**config.mk**
```make
export PLATFORM = sky130hd
export DESIGN_NAME = frame_rms_volume_envelope_unit
export DESIGN_NICKNAME = d
export VERILOG_FILES = /design/src/rtl/frve_pkg.sv /design/src/rtl/frve_div.sv /design/src/rtl/frve_sqrt.sv /design/src/rtl/frame_rms_volume_envelope_unit.sv
export SDC_FILE = /design/constraint.sdc
export NUM_CORES = 1
export LEC_CHECK = 0
export BUFFER_PORTS_ARGS = -buffer_cell sky130_fd_sc_hd__buf_2
export CAP_MARGIN = 20
export CORE_ASPECT_RATIO = 0.8
export CORE_UTILIZATION = 40
export DETAILED_ROUTE_END_ITERATION = 8
export PLACE_DENSITY = 0.65
export REMOVE_ABC_BUFFERS = 1
export SKIP_LAST_GASP = 1
export SYNTH_ARGS = -nofsm -noshare
export SYNTH_HDL_FRONTEND = slang
export SYNTH_SLANG_ARGS = --single-unit
```
**constraint.sdc**
```tcl
create_clock -name clk -period 10 [get_ports clk]
set_input_delay 2 -clock clk [delete_from_list [all_inputs] [get_ports clk]]
set_output_delay 2 -clock clk [all_outputs]
set_load 0.01 [all_outputs]
```
**src/rtl/frve_pkg.sv**
```systemverilog
// shared widths, constants, state encoding and status type for the frame rms envelope
package frve_pkg;

  localparam int SAMPLE_W   = 16;
  localparam int MAG_W      = 16;
  localparam int SQ_W       = 2 * MAG_W - 1;
  localparam int HOP_W      = 13;
  localparam int MAX_HOP    = 4096;
  localparam int HOP_RESET  = 512;
  localparam int SUM_W      = 43;
  localparam int FRAC_SHIFT = 16;
  localparam int NUM_W      = SUM_W + FRAC_SHIFT;
  localparam int RAD_W      = NUM_W + (NUM_W % 2);
  localparam int ROOT_W     = RAD_W / 2;
  localparam int REM_W      = ROOT_W + 2;
  localparam int VOL_W      = 24;
  localparam int IDX_W      = 16;
  localparam int LEAD_SHIFT = 8;
  localparam int MUL_CNT_W  = $clog2(MAG_W);
  localparam int DIV_CNT_W  = $clog2(NUM_W);
  localparam int SQRT_CNT_W = $clog2(ROOT_W);

  typedef enum logic [2:0] {
    S_IDLE,
    S_LEAD,
    S_MUL,
    S_CHECK,
    S_DIV,
    S_SQRT,
    S_EMIT,
    S_DONE
  } frve_state_t;

  typedef struct packed {
    logic busy;
    logic done;
  } frve_unit_stat_t;

endpackage

```
**src/rtl/frve_div.sv**
```systemverilog
// bit-serial restoring divider: scaled frame energy over the hop length, one quotient bit a cycle
module frve_div (
  input  logic                        clk,
  input  logic                        rst,
  input  logic                        start,
  input  logic [frve_pkg::SUM_W-1:0]  dividend,
  input  logic [frve_pkg::HOP_W-1:0]  divisor,
  output frve_pkg::frve_unit_stat_t   stat,
  output logic [frve_pkg::NUM_W-1:0]  quotient
);
  import frve_pkg::*;

  logic [NUM_W-1:0]     num;
  logic [HOP_W-1:0]     rem;
  logic [HOP_W-1:0]     dvs;
  logic [DIV_CNT_W-1:0] cnt;
  logic                 busy;
  logic                 done;
  logic [HOP_W:0]       trial;
  logic                 ge;
  logic [HOP_W-1:0]     rem_next;

  always_comb begin
    trial    = {rem, num[NUM_W-1]};
    ge       = trial >= {1'b0, dvs};
    rem_next = ge ? HOP_W'(trial - {1'b0, dvs}) : trial[HOP_W-1:0];
  end

  always_ff @(posedge clk) begin
    if (rst) begin
      busy <= 1'b0;
      done <= 1'b0;
      cnt  <= '0;
    end else begin
      done <= 1'b0;
      if (start) begin
        busy <= 1'b1;
        cnt  <= '0;
      end else if (busy) begin
        cnt <= cnt + 1'b1;
        if (cnt == DIV_CNT_W'(NUM_W - 1)) begin
          busy <= 1'b0;
          done <= 1'b1;
        end
      end
    end
  end

  // numerator shifts out at the top while quotient bits fill in from the bottom
  always_ff @(posedge clk) begin
    if (start) begin
      num <= {dividend, {FRAC_SHIFT{1'b0}}};
      rem <= '0;
      dvs <= divisor;
    end else if (busy) begin
      num <= {num[NUM_W-2:0], ge};
      rem <= rem_next;
    end
  end

  assign stat     = '{busy: busy, done: done};
  assign quotient = num;

endmodule

```
**src/rtl/frve_sqrt.sv**
```systemverilog
// digit-by-digit square root, two radicand bits and one root bit a cycle
module frve_sqrt (
  input  logic                        clk,
  input  logic                        rst,
  input  logic                        start,
  input  logic [frve_pkg::NUM_W-1:0]  radicand,
  output frve_pkg::frve_unit_stat_t   stat,
  output logic [frve_pkg::VOL_W-1:0]  root_low
);
  import frve_pkg::*;

  logic [RAD_W-1:0]      rad;
  logic [ROOT_W-1:0]     root;
  logic [REM_W-1:0]      rem;
  logic [SQRT_CNT_W-1:0] cnt;
  logic                  busy;
  logic                  done;
  logic [REM_W+1:0]      cur;
  logic [REM_W+1:0]      trial;
  logic                  ge;

  always_comb begin
    cur   = {rem, rad[RAD_W-1 -: 2]};
    trial = (REM_W + 2)'({root, 2'b01});
    ge    = cur >= trial;
  end

  always_ff @(posedge clk) begin
    if (rst) begin
      busy <= 1'b0;
      done <= 1'b0;
      cnt  <= '0;
    end else begin
      done <= 1'b0;
      if (start) begin
        busy <= 1'b1;
        cnt  <= '0;
      end else if (busy) begin
        cnt <= cnt + 1'b1;
        if (cnt == SQRT_CNT_W'(ROOT_W - 1)) begin
          busy <= 1'b0;
          done <= 1'b1;
        end
      end
    end
  end

  always_ff @(posedge clk) begin
    if (start) begin
      rad  <= RAD_W'(radicand);
      root <= '0;
      rem  <= '0;
    end else if (busy) begin
      rad  <= {rad[RAD_W-3:0], 2'b00};
      root <= {root[ROOT_W-2:0], ge};
      rem  <= ge ? REM_W'(cur - trial) : cur[REM_W-1:0];
    end
  end

  // volume field keeps only the low bits of the root
  assign stat     = '{busy: busy, done: done};
  assign root_low = root[VOL_W-1:0];

endmodule

```
**src/rtl/frame_rms_volume_envelope_unit.sv**
```systemverilog
// Frame RMS volume envelope: one 16-bit sample per item, one result per full frame of frame_len
// samples (plus a lead frame of |sample|*256 for the first sample of a clip), volume =
// floor(sqrt(sum_of_squares*65536/hop)) with frame_index counting up from 0 within the clip.
// Items are handled one at a time. An item that closes no frame passes a serial square-and-add,
// a check and a closing state before the next accept; the first item of a clip also passes a
// lead state. An item that closes a frame also runs the bit-serial divider and then the
// bit-serial square root before its result is loaded. A finished result sits in the
// output register, so the next item is taken while it waits; a new result that finds the
// previous one still held waits for it, input stalled. clip_end drops any partial frame and
// restarts the frame index. frame_len of 0 acts as 1, above 4096 as 4096; cfg_ready is always
// high and frame_len should be written only while no item is in flight.
module frame_rms_volume_envelope_unit (
  input  logic                          clk,
  input  logic                          rst,
  input  logic                          in_valid,
  output logic                          in_stall,
  input  logic signed [frve_pkg::SAMPLE_W-1:0] sample,
  input  logic                          clip_end,
  output logic                          out_valid,
  input  logic                          out_stall,
  output logic [frve_pkg::VOL_W-1:0]    volume,
  output logic [frve_pkg::IDX_W-1:0]    frame_index,
  input  logic                          cfg_valid,
  output logic                          cfg_ready,
  input  logic [frve_pkg::HOP_W-1:0]    frame_len
);
  import frve_pkg::*;

  frve_state_t state, state_next;

  logic [HOP_W-1:0]  hop_reg;
  logic [HOP_W-1:0]  hop_eff;
  logic [SUM_W-1:0]  square_sum;
  logic [HOP_W-1:0]  samples_in_frame;
  logic [HOP_W-1:0]  count_inc;
  logic              clip_started;
  logic [IDX_W-1:0]  frame_count;
  logic [MAG_W-1:0]  mag;
  logic [MAG_W-1:0]  mag_q;
  logic [SQ_W-1:0]   mcand;
  logic [MAG_W-1:0]  mplier;
  logic [MUL_CNT_W-1:0] mul_cnt;
  logic              end_q;
  logic              accept;
  logic              out_free;
  logic              frame_full;
  logic              div_start;
  logic              sqrt_start;
  logic              load_lead;
  logic              load_frame;
  frve_unit_stat_t   div_stat;
  frve_unit_stat_t   sqrt_stat;
  logic [NUM_W-1:0]  quotient;
  logic [VOL_W-1:0]  root_low;

  assign cfg_ready = 1'b1;
  assign in_stall  = (state != S_IDLE);
  assign accept    = in_valid && !in_stall;
  assign out_free  = !out_valid || !out_stall;
  assign mag       = sample[SAMPLE_W-1] ? MAG_W'(~sample + 1'b1) : MAG_W'(sample);
  assign count_inc = samples_in_frame + 1'b1;

  always_comb begin
    if (hop_reg == '0) begin
      hop_eff = HOP_W'(1);
    end else if (hop_reg > HOP_W'(MAX_HOP)) begin
      hop_eff = HOP_W'(MAX_HOP);
    end else begin
      hop_eff = hop_reg;
    end
  end

  assign frame_full = count_inc >= hop_eff;

  always_ff @(posedge clk) begin
    if (rst) begin
      state <= S_IDLE;
    end else begin
      state <= state_next;
    end
  end

  always_comb begin
    state_next = state;
    div_start  = 1'b0;
    sqrt_start = 1'b0;
    load_lead  = 1'b0;
    load_frame = 1'b0;
    unique case (state)
      S_IDLE: begin
        if (accept) begin
          state_next = clip_started ? S_MUL : S_LEAD;
        end
      end
      S_LEAD: begin
        if (out_free) begin
          load_lead  = 1'b1;
          state_next = S_MUL;
        end
      end
      S_MUL: begin
        if (mul_cnt == MUL_CNT_W'(MAG_W - 1)) begin
          state_next = S_CHECK;
        end
      end
      S_CHECK: begin
        if (frame_full) begin
          div_start  = 1'b1;
          state_next = S_DIV;
        end else begin
          state_next = S_DONE;
        end
      end
      S_DIV: begin
        if (div_stat.done) begin
          sqrt_start = 1'b1;
          state_next = S_SQRT;
        end
      end
      S_SQRT: begin
        if (sqrt_stat.done) begin
          state_next = S_EMIT;
        end
      end
      S_EMIT: begin
        if (out_free) begin
          load_frame = 1'b1;
          state_next = S_DONE;
        end
      end
      S_DONE: begin
        state_next = S_IDLE;
      end
      default: begin
        state_next = S_IDLE;
      end
    endcase
  end

  always_ff @(posedge clk) begin
    if (rst) begin
      hop_reg <= HOP_W'(HOP_RESET);
    end else if (cfg_valid && cfg_ready) begin
      hop_reg <= frame_len;
    end
  end

  // clip state: frame energy, fill count, lead flag and frame number
  always_ff @(posedge clk) begin
    if (rst) begin
      square_sum       <= '0;
      samples_in_frame <= '0;
      clip_started     <= 1'b0;
      frame_count      <= '0;
    end else begin
      if (state == S_MUL && mplier[0]) begin
        square_sum <= square_sum + SUM_W'(mcand);
      end
      if (state == S_CHECK) begin
        if (frame_full) begin
          square_sum       <= '0;
          samples_in_frame <= '0;
        end else begin
          samples_in_frame <= count_inc;
        end
      end
      if (load_lead) begin
        clip_started <= 1'b1;
      end
      if (load_lead || load_frame) begin
        frame_count <= frame_count + 1'b1;
      end
      if (state == S_DONE && end_q) begin
        square_sum       <= '0;
        samples_in_frame <= '0;
        clip_started     <= 1'b0;
        frame_count      <= '0;
      end
    end
  end

  // serial square: shift-and-add over the magnitude bits
  always_ff @(posedge clk) begin
    if (rst) begin
      mul_cnt <= '0;
    end else if (accept) begin
      mul_cnt <= '0;
    end else if (state == S_MUL) begin
      mul_cnt <= mul_cnt + 1'b1;
    end
  end

  always_ff @(posedge clk) begin
    if (accept) begin
      mag_q  <= mag;
      mcand  <= SQ_W'(mag);
      mplier <= mag;
      end_q  <= clip_end;
    end else if (state == S_MUL) begin
      mcand  <= {mcand[SQ_W-2:0], 1'b0};
      mplier <= {1'b0, mplier[MAG_W-1:1]};
    end
  end

  always_ff @(posedge clk) begin
    if (rst) begin
      out_valid <= 1'b0;
    end else if (load_lead || load_frame) begin
      out_valid <= 1'b1;
    end else if (!out_stall) begin
      out_valid <= 1'b0;
    end
  end

  always_ff @(posedge clk) begin
    if (load_lead) begin
      volume      <= VOL_W'({mag_q, {LEAD_SHIFT{1'b0}}});
      frame_index <= frame_count;
    end else if (load_frame) begin
      volume      <= root_low;
      frame_index <= frame_count;
    end
  end

  frve_div u_div (
    .clk      (clk),
    .rst      (rst),
    .start    (div_start),
    .dividend (square_sum),
    .divisor  (hop_eff),
    .stat     (div_stat),
    .quotient (quotient)
  );

  frve_sqrt u_sqrt (
    .clk      (clk),
    .rst      (rst),
    .start    (sqrt_start),
    .radicand (quotient),
    .stat     (sqrt_stat),
    .root_low (root_low)
  );

  a_idle_units_quiet: assert property (@(posedge clk) disable iff (rst)
    (state == S_IDLE) |-> (!div_stat.busy && !sqrt_stat.busy))
    else $error("divider or root unit busy while waiting for an item");

  a_frame_fill_bound: assert property (@(posedge clk) disable iff (rst)
    samples_in_frame < HOP_W'(MAX_HOP))
    else $error("frame fill count reached the largest hop");

  a_clip_end_clears: assert property (@(posedge clk) disable iff (rst)
    ($past(state) == S_DONE && $past(end_q)) |-> (!clip_started && frame_count == '0))
    else $error("clip state not cleared after the last item of a clip");

endmodule
```
==> run_results.csv <==
group,metric,value,unit
timing,tightest_slew,1.09,ns
finish,largest_register,"u_sqrt.rad",
timing,tns,0,ns
timing,min_period_over_period,59.3,%
route,final_antenna_net_count,0,
logic_synthesis,synth_top_family_by_area,"simple AND/OR/NAND/NOR gates",
clock_network,holdBufCountCts,0,
finish,fin_util,45.0,%
timing,post-route-min-period,5.93,ns
pwr,ir_drop,116,uV
die,num_rows,75,
timing,rsz0062_at_grt,"no",
worst_setup_path,critPathMaxStageDelay,0.83,ns
logic_synthesis,ys.flop_type,"dfxtp_1",
placement,gp_congestion,0.865,
timing,finalMaxSlewViolations,0,
die,die_y,208,microns
worst_setup_path,worstPathRequired,10.45,ns
placement,hpwl,32.0,mm
route,wl_per_cell,15.2,microns
finish,drive_above_1_share,8.14,%
clock_network,cts_buffers,45,
finish,most-common-layout-cells,"nand2_1 (488), dfxtp_1 (222), nor2_1 (198), edfxtp_1 (196), a21oi_1 (164)",
finish,largest_reg_flops,60,
grt,grt_pass1_wl,78.5,mm
grt,grt-ovfl-total,0,
grt,grt_pass1_vias,15629,
finish,antenna_cells,0,
placement,place_ws,4.09,ns
grt,grt_antenna_before_repair,0,
worst_setup_path,crit_path_frequent_cell,"and3_1",
die,start_util,40.6,%
worst_setup_path,path_class,"reg2reg",
timing,finalHoldViolCount,0,
logic_synthesis,synth-compound-area-share,14.2,%
finish,multi_input_area,0.0101,sq mm
worst_setup_path,worstPathCellList,"ha_1 -> and3_1 -> and3_1 -> and3_1 -> nand3_1 -> xnor2_1 -> ha_1 -> o211ai_1 -> a21oi_1 -> o21ai_0 -> a21oi_1 -> nand2_1 -> clkinv_2 -> buf_4 -> or2_2 -> nor3_1 -> mux2i_1 -> nand3_1",
worst_setup_path,crit_path_end_kind,"register",
logic_synthesis,yosysWarningCount,0,
finish,fillCellCount,5013,
timing,fmax,0.169,GHz
clock_network,path_clk_slew,0.06,ns
pwr,p_leak,9.27,nW
grt,grt_use_total,17.5,%
die,die_w,260,microns
die,core,0.0525,sq mm
timing,slew-limit-headroom,27.4,%
timing,setup_viol,0,
logic_synthesis,async_reset_ff_share,0,%
clock_network,cts_resized,0,
timing,finalClockSkew,0.0348,ns
hold_path,worstHoldPathType,"reg2reg",
logic_synthesis,yosysUniqueCellTypes,71,
pwr,report.power.total,5.35,mW
finish,area_growth,11.0,%
finish,layout_commonest_cell,"nand2_1",
route,vias,16303,
logic_synthesis,yosysSeqAreaShare,48.7,%
logic_synthesis,yosys.area_share.adder,5.89,%
worst_setup_path,critPathMaxFanout,83,
clock_network,post_cts_buffers,0,
placement,place_inst,3006,
logic_synthesis,synth_enable_flop_cells,196,
worst_setup_path,cpMaxStageDelayCell,"or2_2",
logic_synthesis,synth.area.mux_share,4.06,%
grt,grt_start_max_net_pins,95,
die,ios,78,
worst_setup_path,cp.arrival,6.38,ns
placement,io_buffers,76,
logic_synthesis,synth-simple-area-share,18.5,%
route,drt-initial-drc-count,1171,
timing,fin_ws,4.07,ns
run_status,outcome,"finished clean",
finish,finalInstanceArea,0.0236,sq mm
logic_synthesis,yosys_register_bits,420,
flow_run,maxCapViolCount,0,
logic_synthesis,syn_inst,2345,
worst_setup_path,worstSetupStartpointType,"register",
die,dieArea,0.0541,sq mm
route,viasPerCell,5.28,
route,drcViolationCount,0,
route,first_pass_iters,5,
pwr,p_per_area,226,mW/mm^2
finish,fin_nets,2494,
clock_network,cts_tree,"done",
clock_network,clock_tree.root_cell,"clkbuf_16",
clock_network,cts.htree.levels,2,
route,wirelength,47.1,mm
clock_network,cts_sinks,420,
logic_synthesis,synth-xor-area-share,4.65,%
finish,final_cells,3089,
finish,ff_latch_area,0.0104,sq mm
clock_network,insertion_delay,0.59,ns
placement,place_area,0.0222,sq mm
logic_synthesis,syn_area_per_cell,9.08,sq um
clock_network,clk_path_buf_depth,3,
logic_synthesis,synth_area,0.0213,sq mm
timing,holdWs,0.453,ns
==> where the power goes <==
group	internal, mW	total [mW]	switching (mW)
logic	0.579	1.47	0.895
registers	2.10	2.25	0.146
clock network	0.938	1.63	0.690
total	3.62	5.35	1.73
==> cell usage after synthesis (3+ instances only) <==
library cell	number	area share [%]
a2111oi_0	7	0.29
a211oi_1	27	0.95
a21boi_0	3	0.11
a21o_1	42	1.5
a21oi_1	164	3.9
a221o_1	3	0.14
a22oi_1	4	0.14
a31oi_1	20	0.59
and2_1	10	0.29
and3_1	28	0.82
buf_1	14	0.25
buf_2	9	0.21
buf_6	3	0.16
clkbuf_1	96	1.7
dfxtp_1	224	21
edfxtp_1	196	28
ha_1	97	5.7
inv_1	87	1.5
mux2i_1	84	4.0
nand2_1	489	8.6
nand2b_1	17	0.50
nand3_1	41	0.96
nand3b_1	9	0.32
nand4_1	26	0.76
nor2_1	198	3.5
nor2b_1	9	0.26
nor3_1	39	0.92
nor3b_1	5	0.18
nor4_1	9	0.26
o211ai_1	8	0.28
o21a_1	30	1.1
o21ai_0	136	3.2
o21ai_1	5	0.12
o21bai_1	9	0.32
o221ai_1	5	0.21
o31ai_1	7	0.25
o41ai_1	3	0.12
or2_2	17	0.50
or3_1	11	0.32
or4_1	3	0.11
xnor2_1	61	2.5
xor2_1	52	2.1
==> per-layer routing <==
layer | track usage (%) | wire [microns] | up-vias
met5 | 0 | 0 | -
met4 | 4.48 | 876 | 0
met3 | 2.91 | 2180 | 68
met2 | 27.5 | 21000 | 332
met1 | 24.7 | 23100 | 7696
li1 | - | - | 8207
==> worst paths after layout <==
check | startpoint | to | slack, ns | cells after the start
setup reg to reg | samples_in_frame[0]$_SDFFE_PP0N_ | square_sum[30]$_SDFF_PP0_ | 4.07 | 18
setup / recovery | samples_in_frame[0]$_SDFFE_PP0N_ | square_sum[30]$_SDFF_PP0_ | 4.07 | 18
hold reg to reg | volume[1]$_SDFFE_PP0P_ | volume[1]$_SDFFE_PP0P_ | 0.45 | 2
hold / removal | volume[1]$_SDFFE_PP0P_ | volume[1]$_SDFFE_PP0P_ | 0.45 | 2
==> layout make-up <==
class / instances / area share (%)
well taps: 693 / 3.67
clock buffers: 69 / 5.58
clock inverters: 14 / 0.498
repair buffers: 93 / 2.15
flip-flops and latches: 420 / 43.9
multi-input cells: 1711 / 42.8
inverters: 89 / 1.42
==> critical path, delay by kind of cell (launching register included) <==
kind | cells | cell delay, ns
and+or+nand+nor | 8 | 2.30
buffers and inverters | 2 | 1.18
AOI/OAI and AO/OA | 4 | 0.99
adders and majority gates | 2 | 0.57
DFF | 1 | 0.40
xor gates and xnor gates | 1 | 0.17
muxes | 1 | 0.17
==> cells by family (layout without fill, tap and decap cells) <==
group                    Yosys count  in the layout
buffers and inverters            214            265
AO/OA/AOI/OAI                    496            496
flip-flops                       420            420
XOR/XNOR                         113            113
adder cells (fa/ha/maj)           99             99
other                              1              1
AND/OR/NAND/NOR                  916            916
multiplexers                      86             86
Power figures use the tool's default switching activity.
